**src/rtl/stok_pkg.sv**
```systemverilog
// Package for the source tokenizer: scan modes, token kinds, error codes,
// byte constants and byte classification functions. No dependencies.
package stok_pkg;

  typedef enum logic [3:0] {
    M_IDLE,
    M_NUM,
    M_IDENT,
    M_OP,
    M_CHAR_BODY,
    M_CHAR_CLOSE,
    M_STR,
    M_COMMENT,
    M_DRAIN
  } mode_t;

  localparam int KIND_W      = 6;
  localparam int BYTE_W      = 8;
  localparam int ERR_W       = 2;
  localparam int COUNT_W     = 2;
  localparam int MAX_RESULTS = 3;
  localparam int QUEUE_DEPTH = 4;

  localparam logic [KIND_W-1:0] K_NONE     = 6'd0;
  localparam logic [KIND_W-1:0] K_NUMBER   = 6'd0;
  localparam logic [KIND_W-1:0] K_FLOAT    = 6'd1;
  localparam logic [KIND_W-1:0] K_IDENT    = 6'd2;
  localparam logic [KIND_W-1:0] K_CHAR     = 6'd3;
  localparam logic [KIND_W-1:0] K_STRING   = 6'd4;
  localparam logic [KIND_W-1:0] K_PLUS     = 6'd5;
  localparam logic [KIND_W-1:0] K_MINUS    = 6'd7;
  localparam logic [KIND_W-1:0] K_MINUS_EQ = 6'd8;
  localparam logic [KIND_W-1:0] K_ARROW    = 6'd9;
  localparam logic [KIND_W-1:0] K_STAR     = 6'd10;
  localparam logic [KIND_W-1:0] K_SLASH    = 6'd12;
  localparam logic [KIND_W-1:0] K_PERCENT  = 6'd14;
  localparam logic [KIND_W-1:0] K_LT       = 6'd16;
  localparam logic [KIND_W-1:0] K_GT       = 6'd18;
  localparam logic [KIND_W-1:0] K_ASSIGN   = 6'd20;
  localparam logic [KIND_W-1:0] K_BANG     = 6'd22;
  localparam logic [KIND_W-1:0] K_DOT      = 6'd24;
  localparam logic [KIND_W-1:0] K_COMMA    = 6'd25;
  localparam logic [KIND_W-1:0] K_COLON    = 6'd26;
  localparam logic [KIND_W-1:0] K_SEMI     = 6'd27;
  localparam logic [KIND_W-1:0] K_AMP      = 6'd28;
  localparam logic [KIND_W-1:0] K_PIPE     = 6'd29;
  localparam logic [KIND_W-1:0] K_LBRACE   = 6'd30;
  localparam logic [KIND_W-1:0] K_RBRACE   = 6'd31;
  localparam logic [KIND_W-1:0] K_LBRACK   = 6'd32;
  localparam logic [KIND_W-1:0] K_RBRACK   = 6'd33;
  localparam logic [KIND_W-1:0] K_LPAREN   = 6'd34;
  localparam logic [KIND_W-1:0] K_RPAREN   = 6'd35;
  localparam logic [KIND_W-1:0] K_BSLASH   = 6'd36;
  localparam logic [KIND_W-1:0] K_END      = 6'd37;

  localparam logic [ERR_W-1:0] ERR_NONE   = 2'd0;
  localparam logic [ERR_W-1:0] ERR_QUOTE  = 2'd1;
  localparam logic [ERR_W-1:0] ERR_STRING = 2'd2;
  localparam logic [ERR_W-1:0] ERR_CHAR   = 2'd3;

  localparam logic [BYTE_W-1:0] CH_NUL   = 8'h00;
  localparam logic [BYTE_W-1:0] CH_TAB   = 8'h09;
  localparam logic [BYTE_W-1:0] CH_LF    = 8'h0A;
  localparam logic [BYTE_W-1:0] CH_CR    = 8'h0D;
  localparam logic [BYTE_W-1:0] CH_SP    = 8'h20;
  localparam logic [BYTE_W-1:0] CH_BANG  = 8'h21;
  localparam logic [BYTE_W-1:0] CH_DQ    = 8'h22;
  localparam logic [BYTE_W-1:0] CH_HASH  = 8'h23;
  localparam logic [BYTE_W-1:0] CH_PCT   = 8'h25;
  localparam logic [BYTE_W-1:0] CH_AMP   = 8'h26;
  localparam logic [BYTE_W-1:0] CH_SQ    = 8'h27;
  localparam logic [BYTE_W-1:0] CH_LPAR  = 8'h28;
  localparam logic [BYTE_W-1:0] CH_RPAR  = 8'h29;
  localparam logic [BYTE_W-1:0] CH_STAR  = 8'h2A;
  localparam logic [BYTE_W-1:0] CH_PLUS  = 8'h2B;
  localparam logic [BYTE_W-1:0] CH_COMMA = 8'h2C;
  localparam logic [BYTE_W-1:0] CH_MINUS = 8'h2D;
  localparam logic [BYTE_W-1:0] CH_DOT   = 8'h2E;
  localparam logic [BYTE_W-1:0] CH_SLASH = 8'h2F;
  localparam logic [BYTE_W-1:0] CH_0     = 8'h30;
  localparam logic [BYTE_W-1:0] CH_9     = 8'h39;
  localparam logic [BYTE_W-1:0] CH_COLON = 8'h3A;
  localparam logic [BYTE_W-1:0] CH_SEMI  = 8'h3B;
  localparam logic [BYTE_W-1:0] CH_LT    = 8'h3C;
  localparam logic [BYTE_W-1:0] CH_EQ    = 8'h3D;
  localparam logic [BYTE_W-1:0] CH_GT    = 8'h3E;
  localparam logic [BYTE_W-1:0] CH_UC_A  = 8'h41;
  localparam logic [BYTE_W-1:0] CH_UC_Z  = 8'h5A;
  localparam logic [BYTE_W-1:0] CH_LBRK  = 8'h5B;
  localparam logic [BYTE_W-1:0] CH_BSL   = 8'h5C;
  localparam logic [BYTE_W-1:0] CH_RBRK  = 8'h5D;
  localparam logic [BYTE_W-1:0] CH_US    = 8'h5F;
  localparam logic [BYTE_W-1:0] CH_LC_A  = 8'h61;
  localparam logic [BYTE_W-1:0] CH_LC_Z  = 8'h7A;
  localparam logic [BYTE_W-1:0] CH_LBRC  = 8'h7B;
  localparam logic [BYTE_W-1:0] CH_PIPE  = 8'h7C;
  localparam logic [BYTE_W-1:0] CH_RBRC  = 8'h7D;

  function automatic logic is_numeral(input logic [BYTE_W-1:0] b);
    return (b >= CH_0) && (b <= CH_9);
  endfunction

  function automatic logic is_letter(input logic [BYTE_W-1:0] b);
    return ((b >= CH_LC_A) && (b <= CH_LC_Z)) || ((b >= CH_UC_A) && (b <= CH_UC_Z)) ||
           (b == CH_US);
  endfunction

  function automatic logic is_ws(input logic [BYTE_W-1:0] b);
    return (b == CH_SP) || (b == CH_TAB) || (b == CH_LF) || (b == CH_CR);
  endfunction

  function automatic logic [KIND_W-1:0] op_kind(input logic [BYTE_W-1:0] b);
    logic [KIND_W-1:0] k;
    unique case (b)
      CH_PLUS:  k = K_PLUS;
      CH_MINUS: k = K_MINUS;
      CH_STAR:  k = K_STAR;
      CH_SLASH: k = K_SLASH;
      CH_PCT:   k = K_PERCENT;
      CH_LT:    k = K_LT;
      CH_GT:    k = K_GT;
      CH_EQ:    k = K_ASSIGN;
      CH_BANG:  k = K_BANG;
      default:  k = K_NONE;
    endcase
    return k;
  endfunction

  function automatic logic [KIND_W-1:0] punct_kind(input logic [BYTE_W-1:0] b);
    logic [KIND_W-1:0] k;
    unique case (b)
      CH_DOT:   k = K_DOT;
      CH_COMMA: k = K_COMMA;
      CH_COLON: k = K_COLON;
      CH_SEMI:  k = K_SEMI;
      CH_AMP:   k = K_AMP;
      CH_PIPE:  k = K_PIPE;
      CH_LBRC:  k = K_LBRACE;
      CH_RBRC:  k = K_RBRACE;
      CH_LBRK:  k = K_LBRACK;
      CH_RBRK:  k = K_RBRACK;
      CH_LPAR:  k = K_LPAREN;
      CH_RPAR:  k = K_RPAREN;
      CH_BSL:   k = K_BSLASH;
      default:  k = K_NONE;
    endcase
    return k;
  endfunction

endpackage

```
**src/rtl/source_tokenizer.sv**
```systemverilog
// Source tokenizer top level: front end, bundle queue and back end.
// Depends on stok_pkg, stok_front, stok_queue and stok_back.
//
// Input channel: drive byte_value and end_of_text with push; a byte transfers
// on a clock edge with push high and full low. end_of_text marks the last
// byte of a text; the scan state then returns to its reset values.
// Result channel: while empty is low the oldest token is on the result ports;
// it transfers on an edge with pop high. last_of_run flags the final token
// caused by one input byte.
// Each byte is classified in the cycle it transfers; its results, if any
// (at most three), are written into a four-entry queue as one bundle and
// reach the result ports from its head. Input runs at one byte per cycle
// while the queue has room; the back end delivers one token per cycle while
// pop is high, so bytes that yield several tokens drain at that rate.
// When pop stays low the queue fills and full rises; nothing is lost.
// Synchronous reset clears the scan state and empties the queue.
module source_tokenizer
  import stok_pkg::*;
#(
  parameter int POSITION_BITS = 20,
  parameter int LINE_BITS = 16,
  parameter int INDENT_BITS = 8
) (
  input  logic                     clk,
  input  logic                     rst,
  input  logic                     push,
  output logic                     full,
  input  logic [BYTE_W-1:0]        byte_value,
  input  logic                     end_of_text,
  output logic                     empty,
  input  logic                     pop,
  output logic [KIND_W-1:0]        token_kind,
  output logic [LINE_BITS-1:0]     line_number,
  output logic [INDENT_BITS-1:0]   indent,
  output logic [POSITION_BITS-1:0] start_offset,
  output logic [POSITION_BITS-1:0] text_length,
  output logic [BYTE_W-1:0]        char_value,
  output logic [ERR_W-1:0]         error_code,
  output logic                     last_of_run
);

  localparam int REC_W = KIND_W + LINE_BITS + INDENT_BITS + 2 * POSITION_BITS + BYTE_W + ERR_W;
  localparam int BUNDLE_W = COUNT_W + MAX_RESULTS * REC_W;

  logic                accept;
  logic                bundle_valid;
  logic [BUNDLE_W-1:0] bundle;
  logic [BUNDLE_W-1:0] head;
  logic                head_empty;
  logic                head_pop;

  assign accept = push && !full;

  stok_front #(.P(POSITION_BITS), .L(LINE_BITS), .I(INDENT_BITS)) u_front (
    .clk          (clk),
    .rst          (rst),
    .accept       (accept),
    .byte_value   (byte_value),
    .end_of_text  (end_of_text),
    .bundle_valid (bundle_valid),
    .bundle       (bundle)
  );

  stok_queue #(.W(BUNDLE_W), .DEPTH(QUEUE_DEPTH)) u_queue (
    .clk     (clk),
    .rst     (rst),
    .wr_en   (bundle_valid),
    .wr_data (bundle),
    .rd_en   (head_pop),
    .rd_data (head),
    .full    (full),
    .empty   (head_empty)
  );

  stok_back #(.P(POSITION_BITS), .L(LINE_BITS), .I(INDENT_BITS)) u_back (
    .clk          (clk),
    .rst          (rst),
    .head         (head),
    .head_empty   (head_empty),
    .head_pop     (head_pop),
    .pop          (pop),
    .empty        (empty),
    .token_kind   (token_kind),
    .line_number  (line_number),
    .indent       (indent),
    .start_offset (start_offset),
    .text_length  (text_length),
    .char_value   (char_value),
    .error_code   (error_code),
    .last_of_run  (last_of_run)
  );

endmodule

```
**src/rtl/stok_front.sv**
```systemverilog
// Front end of the source tokenizer: scan state and byte classification.
// Turns one accepted byte into a bundle of up to three results. Uses stok_pkg.
module stok_front
  import stok_pkg::*;
#(
  parameter int P = 20,
  parameter int L = 16,
  parameter int I = 8,
  localparam int REC_W = KIND_W + L + I + 2 * P + BYTE_W + ERR_W,
  localparam int BUNDLE_W = COUNT_W + MAX_RESULTS * REC_W
) (
  input  logic                clk,
  input  logic                rst,
  input  logic                accept,
  input  logic [BYTE_W-1:0]   byte_value,
  input  logic                end_of_text,
  output logic                bundle_valid,
  output logic [BUNDLE_W-1:0] bundle
);

  typedef struct packed {
    logic [KIND_W-1:0] kind;
    logic [L-1:0]      line;
    logic [I-1:0]      ind;
    logic [P-1:0]      start;
    logic [P-1:0]      len;
    logic [BYTE_W-1:0] chv;
    logic [ERR_W-1:0]  err;
  } rec_t;

  localparam logic [P-1:0] POS_MAX  = {P{1'b1}};
  localparam logic [L-1:0] LINE_MAX = {L{1'b1}};
  localparam logic [I-1:0] IND_MAX  = {I{1'b1}};

  mode_t             mode, mode_next;
  logic [BYTE_W-1:0] pend, pend_next;
  logic              saw_dot, saw_dot_next;
  logic [P-1:0]      pos, pos_next;
  logic [P-1:0]      tstart, tstart_next;
  logic [L-1:0]      tline, tline_next;
  logic [L-1:0]      cline, cline_next;
  logic [I-1:0]      indent, indent_next;
  logic              at_ls, at_ls_next;
  logic [BYTE_W-1:0] held, held_next;
  logic              seen, seen_next;

  rec_t [MAX_RESULTS-1:0] res;
  logic [COUNT_W-1:0]     cnt;

  function automatic rec_t mk(input logic [KIND_W-1:0] kind, input logic [L-1:0] line,
                              input logic [I-1:0] ind, input logic [P-1:0] start,
                              input logic [P-1:0] len, input logic [BYTE_W-1:0] chv,
                              input logic [ERR_W-1:0] err);
    rec_t r;
    r.kind  = kind;
    r.line  = line;
    r.ind   = ind;
    r.start = start;
    r.len   = len;
    r.chv   = chv;
    r.err   = err;
    return r;
  endfunction

  function automatic logic [P-1:0] span(input logic [P:0] e, input logic [P-1:0] s);
    logic [P:0] d;
    d = e - {1'b0, s};
    return (e > {1'b0, s}) ? d[P-1:0] : '0;
  endfunction

  always_comb begin
    logic [3:0]        sv;
    rec_t [3:0]        slot;
    logic              used;
    logic [KIND_W-1:0] opk;
    logic [KIND_W-1:0] pk;
    logic [P:0]        pos1;
    logic [P-1:0]      pos1_sat;
    logic [L-1:0]      eline;
    logic [P-1:0]      one;
    logic [P-1:0]      two;
    mode_next    = mode;
    pend_next    = pend;
    saw_dot_next = saw_dot;
    tstart_next  = tstart;
    tline_next   = tline;
    cline_next   = cline;
    indent_next  = indent;
    at_ls_next   = at_ls;
    held_next    = held;
    seen_next    = seen;
    pos_next     = pos;
    sv           = '0;
    slot         = '0;
    used         = 1'b1;
    opk          = op_kind(pend);
    pk           = punct_kind(byte_value);
    pos1         = {1'b0, pos} + {{P{1'b0}}, 1'b1};
    pos1_sat     = (pos == POS_MAX) ? POS_MAX : pos1[P-1:0];
    eline        = '0;
    one          = {{(P-1){1'b0}}, 1'b1};
    two          = {{(P-2){1'b0}}, 2'd2};
    res          = '0;
    cnt          = '0;

    unique case (mode)
      M_DRAIN: begin
      end
      M_NUM: begin
        if (is_numeral(byte_value) || byte_value == CH_DOT) begin
          if (byte_value == CH_DOT) saw_dot_next = 1'b1;
        end else begin
          sv[0] = 1'b1;
          slot[0] = mk(saw_dot ? K_FLOAT : K_NUMBER, cline, indent, tstart,
                       span({1'b0, pos}, tstart), '0, ERR_NONE);
          seen_next = 1'b1;
          mode_next = M_IDLE;
          used = 1'b0;
        end
      end
      M_IDENT: begin
        if (!is_letter(byte_value)) begin
          sv[0] = 1'b1;
          slot[0] = mk(K_IDENT, cline, indent, tstart, span({1'b0, pos}, tstart), '0,
                       ERR_NONE);
          seen_next = 1'b1;
          mode_next = M_IDLE;
          used = 1'b0;
        end
      end
      M_OP: begin
        mode_next = M_IDLE;
        sv[0] = 1'b1;
        seen_next = 1'b1;
        if (byte_value == CH_EQ) begin
          slot[0] = mk((pend == CH_MINUS) ? K_MINUS_EQ : opk + 6'd1, cline, indent, tstart,
                       two, '0, ERR_NONE);
        end else if (pend == CH_MINUS && byte_value == CH_GT) begin
          slot[0] = mk(K_ARROW, cline, indent, tstart, two, '0, ERR_NONE);
        end else begin
          slot[0] = mk(opk, cline, indent, tstart, one, '0, ERR_NONE);
          used = 1'b0;
        end
      end
      M_CHAR_BODY: begin
        held_next = byte_value;
        mode_next = M_CHAR_CLOSE;
      end
      M_CHAR_CLOSE: begin
        sv[0] = 1'b1;
        if (byte_value == CH_SQ) begin
          slot[0] = mk(K_CHAR, cline, indent, tstart, one, held, ERR_NONE);
          seen_next = 1'b1;
          mode_next = M_IDLE;
        end else begin
          slot[0] = mk(K_NONE, cline, indent, pos, '0, '0, ERR_QUOTE);
          mode_next = M_DRAIN;
        end
      end
      M_STR: begin
        if (byte_value == CH_DQ) begin
          sv[0] = 1'b1;
          slot[0] = mk(K_STRING, cline, indent, tstart, span({1'b0, pos}, tstart), '0,
                       ERR_NONE);
          seen_next = 1'b1;
          mode_next = M_IDLE;
        end
      end
      M_COMMENT: begin
        if (byte_value == CH_LF) begin
          mode_next = M_IDLE;
          used = 1'b0;
        end
      end
      default: begin
        mode_next = M_IDLE;
        used = 1'b0;
      end
    endcase

    if (!used && byte_value != CH_NUL) begin
      if (is_ws(byte_value)) begin
        if (byte_value == CH_LF) begin
          if (cline != LINE_MAX) cline_next = cline + 1'b1;
          indent_next = '0;
          at_ls_next = 1'b1;
        end else if (at_ls && indent != IND_MAX) begin
          indent_next = indent + 1'b1;
        end
      end else begin
        at_ls_next = 1'b0;
        if (is_numeral(byte_value)) begin
          mode_next = M_NUM;
          tstart_next = pos;
          tline_next = cline;
          saw_dot_next = 1'b0;
        end else if (is_letter(byte_value)) begin
          mode_next = M_IDENT;
          tstart_next = pos;
          tline_next = cline;
        end else if (op_kind(byte_value) != K_NONE) begin
          mode_next = M_OP;
          tstart_next = pos;
          tline_next = cline;
          pend_next = byte_value;
        end else if (byte_value == CH_SQ) begin
          mode_next = M_CHAR_BODY;
          tstart_next = pos1_sat;
          tline_next = cline;
        end else if (byte_value == CH_DQ) begin
          mode_next = M_STR;
          tstart_next = pos1_sat;
          tline_next = cline;
        end else if (byte_value == CH_HASH) begin
          mode_next = M_COMMENT;
        end else if (pk != K_NONE) begin
          tline_next = cline;
          sv[1] = 1'b1;
          slot[1] = mk(pk, cline, indent, pos, one, '0, ERR_NONE);
          seen_next = 1'b1;
        end else begin
          sv[1] = 1'b1;
          slot[1] = mk(K_NONE, cline, indent, pos, '0, '0, ERR_CHAR);
          mode_next = M_DRAIN;
        end
      end
    end

    if (end_of_text) begin
      unique case (mode_next)
        M_NUM: begin
          sv[2] = 1'b1;
          slot[2] = mk(saw_dot_next ? K_FLOAT : K_NUMBER, cline, indent, tstart_next,
                       span(pos1, tstart_next), '0, ERR_NONE);
          seen_next = 1'b1;
        end
        M_IDENT: begin
          sv[2] = 1'b1;
          slot[2] = mk(K_IDENT, cline, indent, tstart_next, span(pos1, tstart_next), '0,
                       ERR_NONE);
          seen_next = 1'b1;
        end
        M_OP: begin
          sv[2] = 1'b1;
          slot[2] = mk(op_kind(pend_next), cline, indent, tstart_next, one, '0, ERR_NONE);
          seen_next = 1'b1;
        end
        M_CHAR_BODY, M_CHAR_CLOSE: begin
          sv[2] = 1'b1;
          slot[2] = mk(K_NONE, cline, indent, pos, '0, '0, ERR_QUOTE);
          mode_next = M_DRAIN;
        end
        M_STR: begin
          sv[2] = 1'b1;
          slot[2] = mk(K_NONE, cline, indent, pos, '0, '0, ERR_STRING);
          mode_next = M_DRAIN;
        end
        default: begin
        end
      endcase
      if (mode_next != M_DRAIN) begin
        if (seen_next) eline = (tline_next == LINE_MAX) ? LINE_MAX : tline_next + 1'b1;
        sv[3] = 1'b1;
        slot[3] = mk(K_END, eline, '0, pos1_sat, '0, '0, ERR_NONE);
      end
      mode_next    = M_IDLE;
      pend_next    = '0;
      saw_dot_next = 1'b0;
      pos_next     = '0;
      tstart_next  = '0;
      tline_next   = {{(L-1){1'b0}}, 1'b1};
      cline_next   = {{(L-1){1'b0}}, 1'b1};
      indent_next  = '0;
      at_ls_next   = 1'b1;
      held_next    = '0;
      seen_next    = 1'b0;
    end else if (pos != POS_MAX) begin
      pos_next = pos1[P-1:0];
    end

    for (int k = 0; k < 4; k++) begin
      if (sv[k] && cnt != COUNT_W'(MAX_RESULTS)) begin
        res[cnt] = slot[k];
        cnt = cnt + 1'b1;
      end
    end
  end

  assign bundle_valid = accept && (cnt != '0);
  assign bundle = {cnt, res};

  always_ff @(posedge clk) begin
    if (rst) begin
      mode    <= M_IDLE;
      pend    <= '0;
      saw_dot <= 1'b0;
      pos     <= '0;
      tstart  <= '0;
      tline   <= {{(L-1){1'b0}}, 1'b1};
      cline   <= {{(L-1){1'b0}}, 1'b1};
      indent  <= '0;
      at_ls   <= 1'b1;
      held    <= '0;
      seen    <= 1'b0;
    end else if (accept) begin
      mode    <= mode_next;
      pend    <= pend_next;
      saw_dot <= saw_dot_next;
      pos     <= pos_next;
      tstart  <= tstart_next;
      tline   <= tline_next;
      cline   <= cline_next;
      indent  <= indent_next;
      at_ls   <= at_ls_next;
      held    <= held_next;
      seen    <= seen_next;
    end
  end

endmodule

```
**src/rtl/stok_queue.sv**
```systemverilog
// Short queue of result bundles between the tokenizer front and back ends.
// Register storage, read combinationally at the head. Uses stok_pkg.
module stok_queue
  import stok_pkg::*;
#(
  parameter int W = 8,
  parameter int DEPTH = 4,
  localparam int AW = $clog2(DEPTH)
) (
  input  logic         clk,
  input  logic         rst,
  input  logic         wr_en,
  input  logic [W-1:0] wr_data,
  input  logic         rd_en,
  output logic [W-1:0] rd_data,
  output logic         full,
  output logic         empty
);

  logic [W-1:0]  mem [DEPTH];
  logic [AW-1:0] wr_ptr, rd_ptr;
  logic [AW:0]   count;

  assign full    = (count == (AW + 1)'(DEPTH));
  assign empty   = (count == '0);
  assign rd_data = mem[rd_ptr];

  always_ff @(posedge clk) begin
    if (wr_en) mem[wr_ptr] <= wr_data;
  end

  always_ff @(posedge clk) begin
    if (rst) begin
      wr_ptr <= '0;
      rd_ptr <= '0;
      count  <= '0;
    end else begin
      if (wr_en) wr_ptr <= wr_ptr + 1'b1;
      if (rd_en) rd_ptr <= rd_ptr + 1'b1;
      if (wr_en && !rd_en) count <= count + 1'b1;
      else if (rd_en && !wr_en) count <= count - 1'b1;
    end
  end

endmodule

```
**src/rtl/stok_back.sv**
```systemverilog
// Back end of the source tokenizer: walks the head bundle of the queue and
// presents its results one per transfer. Uses stok_pkg.
module stok_back
  import stok_pkg::*;
#(
  parameter int P = 20,
  parameter int L = 16,
  parameter int I = 8,
  localparam int REC_W = KIND_W + L + I + 2 * P + BYTE_W + ERR_W,
  localparam int BUNDLE_W = COUNT_W + MAX_RESULTS * REC_W
) (
  input  logic                clk,
  input  logic                rst,
  input  logic [BUNDLE_W-1:0] head,
  input  logic                head_empty,
  output logic                head_pop,
  input  logic                pop,
  output logic                empty,
  output logic [KIND_W-1:0]   token_kind,
  output logic [L-1:0]        line_number,
  output logic [I-1:0]        indent,
  output logic [P-1:0]        start_offset,
  output logic [P-1:0]        text_length,
  output logic [BYTE_W-1:0]   char_value,
  output logic [ERR_W-1:0]    error_code,
  output logic                last_of_run
);

  typedef struct packed {
    logic [KIND_W-1:0] kind;
    logic [L-1:0]      line;
    logic [I-1:0]      ind;
    logic [P-1:0]      start;
    logic [P-1:0]      len;
    logic [BYTE_W-1:0] chv;
    logic [ERR_W-1:0]  err;
  } rec_t;

  typedef struct packed {
    logic [COUNT_W-1:0]     cnt;
    rec_t [MAX_RESULTS-1:0] res;
  } bundle_t;

  bundle_t            b;
  rec_t               r;
  logic [COUNT_W-1:0] idx;
  logic               xfer;

  assign b            = bundle_t'(head);
  assign r            = b.res[idx];
  assign empty        = head_empty;
  assign last_of_run  = (idx == b.cnt - 1'b1);
  assign xfer         = pop && !head_empty;
  assign head_pop     = xfer && last_of_run;
  assign token_kind   = r.kind;
  assign line_number  = r.line;
  assign indent       = r.ind;
  assign start_offset = r.start;
  assign text_length  = r.len;
  assign char_value   = r.chv;
  assign error_code   = r.err;

  always_ff @(posedge clk) begin
    if (rst) begin
      idx <= '0;
    end else if (xfer) begin
      idx <= last_of_run ? '0 : idx + 1'b1;
    end
  end

endmodule
```
**config.mk**
```make
export PLATFORM = sky130hd
export DESIGN_NAME = source_tokenizer
export DESIGN_NICKNAME = d
export VERILOG_FILES = /design/src/rtl/stok_pkg.sv /design/src/rtl/source_tokenizer.sv /design/src/rtl/stok_front.sv /design/src/rtl/stok_queue.sv /design/src/rtl/stok_back.sv
export SDC_FILE = /design/constraint.sdc
export NUM_CORES = 1
export LEC_CHECK = 0
export BUFFER_PORTS_ARGS = -buffer_cell sky130_fd_sc_hd__buf_2
export CELL_PAD_IN_SITES_DETAIL_PLACEMENT = 1
export CELL_PAD_IN_SITES_GLOBAL_PLACEMENT = 1
export CORE_MARGIN = 8
export CORE_UTILIZATION = 54
export CTS_CLUSTER_DIAMETER = 60
export DETAILED_ROUTE_END_ITERATION = 7
export PLACE_DENSITY_LB_ADDON = 0.15
export SLEW_MARGIN = 20
export SYNTH_ARGS = -nofsm -noshare
export SYNTH_HDL_FRONTEND = slang
export SYNTH_HIERARCHICAL = 1
export SYNTH_SLANG_ARGS = --single-unit
```
**constraint.sdc**
```tcl
create_clock -name clk -period 12.2 [get_ports clk]
set_clock_uncertainty 0.05 [all_clocks]
set_input_delay 1.22 -clock clk [delete_from_list [all_inputs] [get_ports clk]]
set_output_delay 1.22 -clock clk [all_outputs]
set_load 0.02 [all_outputs]
```
==> Yosys cells after proc, flatten, opt, wreduce, memory -nomap -nowiden <==
Memories as Yosys holds them, arrays and structs flattened. A register that Yosys moved wholly into a read port is not among the register bits.
Cells that the tools add are included.
{ "totals": {"reg_bits": 112, "ramBits": 968, "input_bits": 13, "output_inout_bits": 83, "mem_count": 1} }
{ "classes": {"add_sub_neg": 16, "magnitude_cmp": 15, "eq_ne": 74, "muxes": 166, "n_reduce_logical": 53} }
{ "mem_list": {"columns": ["name", "depth", "width", "read_ports", "rd_ports_with_merged_regs", "write_ports", "line_no", "text"], "rows": [
  ["u_queue.mem", 4, 242, 1, 1, 1, "stok_queue.sv:20", "logic [W-1:0] mem [DEPTH];"]
]} }
{ "op_table": {"columns": ["operator", "n"], "rows": [
  ["two-way mux 80 bit", 17],
  ["one-hot mux 80 bit (5 select lines)", 2],
  ["bitwise mux 240 bit", 3],
  ["two-way mux 240 bit", 3],
  ["demux 80 bit (select 2 bit)", 3],
  ["equality test 8 x 6 -> 1 bit, second input constant", 38],
  ["two-way mux 16 bit", 17],
  ["two-way mux 20 bit", 13],
  ["binary-select mux 80 bit (select 2 bit)", 1],
  ["two-way mux 160 bit", 1],
  ["two-way mux 76 bit", 2],
  ["one-hot mux 5 bit (9 select lines)", 3],
  ["two-way mux 8 bit", 13],
  ["two-way mux 79 bit", 1],
  ["one-hot mux 6 bit (13 select lines)", 1],
  ["two-way mux 77 bit", 1],
  ["two-way mux 4 bit", 17],
  ["equality test 8 x 7 -> 1 bit, second input constant", 7],
  ["two-way mux 1 bit", 50],
  ["subtractor 20 bit", 2],
  ["adder 16 x 1 -> 16 bit, second input constant", 2],
  ["two-way mux 6 bit", 5],
  ["equality test 4 x 3 -> 1 bit, second input constant", 7],
  ["one-hot mux 4 bit (7 select lines)", 1],
  ["53 further kinds", 114]
]} }

==> Longest topological paths before layout <==
{ "depth": {"depth_word": 33, "ltp_mapped": 22, "mapped_depth_nobuf": 19} }

==> Modules after synthesis <==
Netlist, hierarchy kept.
{ "modules_own_cells": {"columns": ["module", "instances", "cells_each", "area_each_um2", "seq_area_each_um2"], "rows": [
  ["stok_queue", 1, 1308, 35340.1, 29248.1],
  ["stok_front", 1, 1844, 13287.7, 2062.0],
  ["stok_back", 1, 284, 1836.8, 40.0],
  ["source_tokenizer", 1, 1, 13.8, 0.0]
]} }

==> Worst setup path before layout <==
Ideal clock, no wire load.
{ "synth_timing": {"kind": "in2reg", "startpoint": "in byte_value[0]", "endpoint": "mem u_queue/mem[0][0] (netlist name) (enable)", "setup_time_ns": 0.632, "arrival_time_ns": 9.815, "t_required_ns": 11.518, "path_slack_ns": 1.703, "stages": 16, "path_buffers": 4, "cell_sequence": "buf_6 -> or2_1 -> buf_2 -> o2111a_1 -> or3_1 -> and4_1 -> buf_2 -> nand3_1 -> inv_1 -> ha_1 -> clkbuf_1 -> nand3b_1 -> nor3_2 -> o2bb2ai_1 -> a21oi_1 -> and2_1"} }
{ "synth_via": {"elab_chain_len": 28, "word_cells_on_any_way": 121, "cone_classes": "3 x add/sub; 6 x order compare; 40 x eq/ne; 50 x mux; 22 x reduce/logical"} }
{ "synth_rtl": {"columns": ["element", "line_no", "text"], "rows": [
  ["start: declaration", "source_tokenizer.sv:28", "input logic [BYTE_W-1:0] byte_value,"],
  ["greater-or-equal comparator 8 x 7 -> 1 bit / <= comparator 8 x 7 -> 1 bit (equally long branches)", "stok_pkg.sv:104", "return ((b >= CH_LC_A) && (b <= CH_LC_Z)) || ((b >= CH_UC_A) && (b <= CH_UC_Z)) ||"],
  ["logical AND 1 bit", "stok_pkg.sv:104", null],
  ["logical OR 1 bit (2 in series)", "stok_pkg.sv:104", null],
  ["two-way mux 4 bit", "stok_front.sv:122", "if (!is_letter(byte_value)) begin"],
  ["one-hot mux 4 bit (7 select lines)", "stok_front.sv:106", "unique case (mode)"],
  ["two-way mux 4 bit", "stok_front.sv:216", "end else if (pk != K_NONE) begin"],
  ["two-way mux 4 bit", "stok_front.sv:214", "end else if (byte_value == CH_HASH) begin"],
  ["two-way mux 4 bit", "stok_front.sv:210", "end else if (byte_value == CH_DQ) begin"],
  ["(+12 left out)", null, null],
  ["two-way mux 2 bit / != test 2 bit (equally long branches)", "stok_front.sv:229, stok_front.sv:282", null],
  ["logical AND 1 bit", "stok_front.sv:282", "if (sv[k] && cnt != COUNT_W'(MAX_RESULTS)) begin"],
  ["two-way mux 2 bit *", "stok_front.sv:282", null],
  ["nonzero test 2 bit *", "stok_front.sv:289", "assign bundle_valid = accept && (cnt != '0);"],
  ["logical AND 1 bit *", "stok_front.sv:289", null],
  ["via bundle_valid", "source_tokenizer.sv:46", "logic bundle_valid;"],
  ["two-way mux 1 bit *", "stok_queue.sv:29", "if (wr_en) mem[wr_ptr] <= wr_data;"],
  ["two-way mux 1 bit (implied by the code) *", "stok_queue.sv:29", null],
  ["end: declaration", "stok_queue.sv:20", null]
]} }
Mark *: on every way through the listed nets, which the timed path passes. The rest lies on a longest branch. The select of a mux whose other input is x is not followed.

==> Final worst setup path <==
{ "layout_timing": {"startpoint": "in byte_value[4]", "endpoint": "mem u_queue/mem[2][181] (netlist name) (data pin)"} }
{ "layout_via": {"elab_chain_len": 27, "word_cells_on_any_way": 157, "cone_classes": "3 x add/sub; 13 x order compare; 40 x eq/ne; 77 x mux; 24 x reduce/logical"} }
{ "layout_rtl": {"columns": ["element", "line_no", "text"], "rows": [
  ["greater-or-equal comparator 8 x 7 -> 1 bit / <= comparator 8 x 7 -> 1 bit (equally long branches)", "stok_pkg.sv:104", null],
  ["logical AND 1 bit", "stok_pkg.sv:104", null],
  ["logical OR 1 bit (2 in series)", "stok_pkg.sv:104", null],
  ["two-way mux 4 bit", "stok_front.sv:122", null],
  ["one-hot mux 4 bit (7 select lines)", "stok_front.sv:106", null],
  ["two-way mux 4 bit", "stok_front.sv:216", null],
  ["two-way mux 4 bit", "stok_front.sv:214", null],
  ["two-way mux 4 bit", "stok_front.sv:210", null],
  ["(+11 left out)", null, null],
  ["two-way mux 2 bit", "stok_front.sv:282", null],
  ["less-than comparator 2 x 3 -> 1 bit (implied by the code) / greater-or-equal comparator 2 x 1 -> 1 bit (equally long branches)", "stok_front.sv:283", "res[cnt] = slot[k];"],
  ["logical AND 1 bit (implied by the code)", "stok_front.sv:283", null],
  ["two-way mux 80 bit (implied by the code)", "stok_front.sv:283", null],
  ["demux 80 bit (select 2 bit)", null, null],
  ["bitwise mux 240 bit", "stok_front.sv:283", null],
  ["two-way mux 240 bit *", "stok_front.sv:282", null],
  ["via bundle[181]", "source_tokenizer.sv:47", "logic [BUNDLE_W-1:0] bundle;"]
]} }
Marked as above.

==> run_results.csv <==
group,metric,value,unit
run_status,status,"completed",
critical_path,cp-start-kind,"input port",
critical_path,end_kind,"flop",
floorplan,pin_count,96,
global_route,grt_max_degree,142,
synth,syn-instance-count,3437,
global_route,grt_usage,0.269,
floorplan,start_util,0.542,
drt,vias_per_cell,6.45,
timing,setup_viol,0,
synth,synth_area_leaders,"edfxtp_1 (58%), mux4_2 (11%), dfxtp_1 (4.5%)",
hold_path,hold_path.class,"reg -> reg",
synth,yosysUniqueCellTypes,107,
timing,finalHoldViolations,0,
clocking,cts_tree,"done",
global_route,antenna_found_initial,2,
clocking,cts_hold_buf,0,
finish,layout.nets,3520,
critical_path,cp.buffers_inverters,4,
clocking,path_clk_slew,60,ps
finish,final_core_util,0.592,
global_route,met2_usage,0.444,
timing,rsz0062_at_grt,"no",
drt,vias,30900,
critical_path,slowest_stage,"or3_1",
global_route,grt_pass1_wl,212,mm
timing,max_slew_margin,0.193,
clocking,clk_latency,710,ps
clocking,cts_max_level,3,
timing,worst_slack,4230,ps
synth,ys_seq_elements,1082,
timing,tightestPinTransition,1210,ps
clocking,clock-sinks,1082,
drt,drt_first_pass_iters,5,
critical_path,crit_family,"simple AND/OR/NAND/NOR gates",
global_route,use_met1,0.374,
synth,synth-async-reset-ratio,0,
clocking,clockRootBuffer,"clkbuf_16",
run,maxCapViolations,0,
synth,synth_top_area_cell,"edfxtp_1",
timing,drv_slew,0,
pwr,p_leak,18.1,nW
floorplan,fp.dieW,322,um
critical_path,slowest_delay,840,ps
drt,drc,0,
critical_path,path_cells,"buf_2 -> or4b_1 -> nor3_1 -> a221o_1 -> or3_1 -> o21ai_1 -> buf_4 -> a22o_1 -> inv_1 -> ha_1 -> nor2b_1 -> o31ai_1 -> a21oi_1 -> a211o_1 -> a2111oi_1 -> nor4b_4 -> buf_4 -> nand2_1 -> nor3_1",
timing,finalSetupTns,0,ps
pwr,peakVddDrop,0.158,mV
critical_path,crit_fanout,22,
timing,finalCritPeriodShare,0.653,
placed_design,pre_cts_slack,3590,ps
drt,ant_nets,0,
critical_path,rr_worst_depth,18,
global_route,overflow,0,
critical_path,r2r_start,"u_front/pos[1]",
drt,routed_wl,140,mm
timing,max_freq,126,MHz
finish,drive_gt1_frac,0.174,
placed_design,numPortBuffers,95,
synth,avgSynthCellArea,14.7,um^2
critical_path,critical_path_depth,19,
floorplan,die_area,0.104,mm^2
finish,diodes,0,
clocking,postCtsSetupRepairBufs,0,
synth,yosys_most_used_dff,"edfxtp_1",
synth,ys_warn_count,6,
critical_path,required,12520,ps
clocking,cts_buffers,112,
global_route,grt-busiest-layer,"met2",
synth,ys_seq_area_frac,0.621,
synth,synth_edf_count,968,
floorplan,die_y,322,um
placed_design,gp_congestion,0.892,
critical_path,crit_end,"u_queue/mem[2][181]",
critical_path,rr_endpoint,"u_queue/mem[2][181]",
critical_path,critPathKind,"in -> reg",
global_route,use_met3,0.0344,
drt,drtIter0Drc,2822,
synth,synth_commonest_cells,"edfxtp_1 (968), mux4_2 (242), nor2_1 (224)",
critical_path,cp-startpoint,"byte_value[4]",
timing,min_period,7970,ps
floorplan,num_rows,112,
drt,post_drt_wl_per_cell,29.3,um
synth,synth.most_common_cell,"edfxtp_1",
floorplan,core,0.0930,mm^2
finish,syn_to_final_growth,9.22,%
synth,synth.top_cell.area_share,0.576,
clocking,clk_path_buf_depth,3,
placed_design,hpwl,88.4,mm
clocking,cts_resized,0,
critical_path,worstPathArrival,8280,ps
global_route,grt_pass1_vias,32800,
critical_path,r2r_slack,4270,ps
pwr,power_density,181,mW/mm^2
synth,netlist_area,0.0505,mm^2
-- kinds of logic (layout without fill, tap and decap cells) --
| kind of cell | Yosys count | in the layout | share of synthesized area |
|---|---|---|---|
| flip-flops | 1082 | 1082 | 0.621 |
| AND/OR/NAND/NOR | 795 | 795 | 0.0789 |
| other | 1 | 16 | 0.0000743 |
| XOR/XNOR | 98 | 98 | 0.0170 |
| buffers and inverters | 354 | 441 | 0.0364 |
| multiplexers | 462 | 462 | 0.152 |
| AO/OA/AOI/OAI | 589 | 589 | 0.0803 |
| adder cells (fa/ha/maj) | 56 | 56 | 0.0143 |
-- layout make-up --
type,instances,area (um^2)
fillers,8747,37900
flip-flops and latches,1082,31400
multi-input cells,2016,17400
clock buffers,133,2920
well taps,1254,1570
repair buffers,149,937
clock inverters,69,574
inverters,90,338
-- flip-flops by register name, indices dropped and copies added (netlist names), named ones only --
| name | flops |
|---|---|
| u_front/pos | 20 |
| u_front/mode | 4 |
| u_queue/count | 3 |
| u_front/tstart | 20 |
| u_front/held | 8 |
| u_queue/mem | 968 |
| u_queue/wr_ptr | 2 |
| u_front/pend | 8 |
| u_front/at_ls | 1 |
| u_front/cline | 16 |
| u_front/seen | 1 |
| u_front/tline | 16 |
| u_queue/rd_ptr | 2 |
| u_front/saw_dot | 1 |
| u_back/idx | 2 |
| u_front/indent | 8 |
-- worst min-delay path by stage --
stage | startpoint | endpoint | slack (ps) | cells past startpoint
5_1_grt | u_front/at_ls | u_front/at_ls | 450 | 1
2_1_floorplan | u_front/at_ls | u_front/at_ls | 380 | 1
3_3_place_gp | u_front/at_ls | u_front/at_ls | 390 | 1
6_report | u_front/at_ls | u_front/at_ls | 430 | 1
4_1_cts | u_front/at_ls | u_front/at_ls | 420 | 1
3_5_place_dp | u_front/at_ls | u_front/at_ls | 410 | 1
-- layout by cell type (no fill, tap or decap), types with 85 or more instances in the layout --
cell type	synthesis	final
buf_2	75	94
nand2_1	200	200
o21ai_1	90	92
a21oi_1	96	95
a22oi_1	86	85
dfxtp_1	114	110
nor2_1	224	222
mux2i_1	215	215
clkbuf_16	0	113
mux4_2	242	242
edfxtp_1	968	968
inv_1	89	89
-- stage by stage --
stage	hold slack (ps)	instances	cell area, um^2	power [W]
floorplan	377	3452	50500	0.00621
global placement	394	4589	51600	0.00677
detailed placement	410	4590	51600	0.00685
CTS	423	4792	55100	0.0101
global route	446	4793	55100	0.0104
finish	431	4793	55100	0.0100
-- worst register-to-register path, cell delays in order, from the launching register on --
cell and delay (ps):
dfxtp_1 620, ha_1 420, nand2_1 250, nor4_1 760, and3_1 930, nor2_1 220, o2bb2ai_1 210, a22o_1 190
inv_1 90, ha_1 310, nor2b_1 140, o31ai_1 550, a21oi_1 280, a211o_1 390, a2111oi_1 780, nor4b_4 100
buf_4 270, nand2_1 800, nor3_1 260
-- power by group --
part | internal [W] | switching, W
clock | 0.00182 | 0.00144
combinational | 0.000813 | 0.00136
sequential | 0.00443 | 0.000140
-- per-layer routing --
metal	part of all wire	vias up
met5	0	-
met4	0.027	0
met3	0.054	221
met2	0.49	1003
met1	0.43	16200
li1	-	13400
Power figures use the tool's default switching activity.
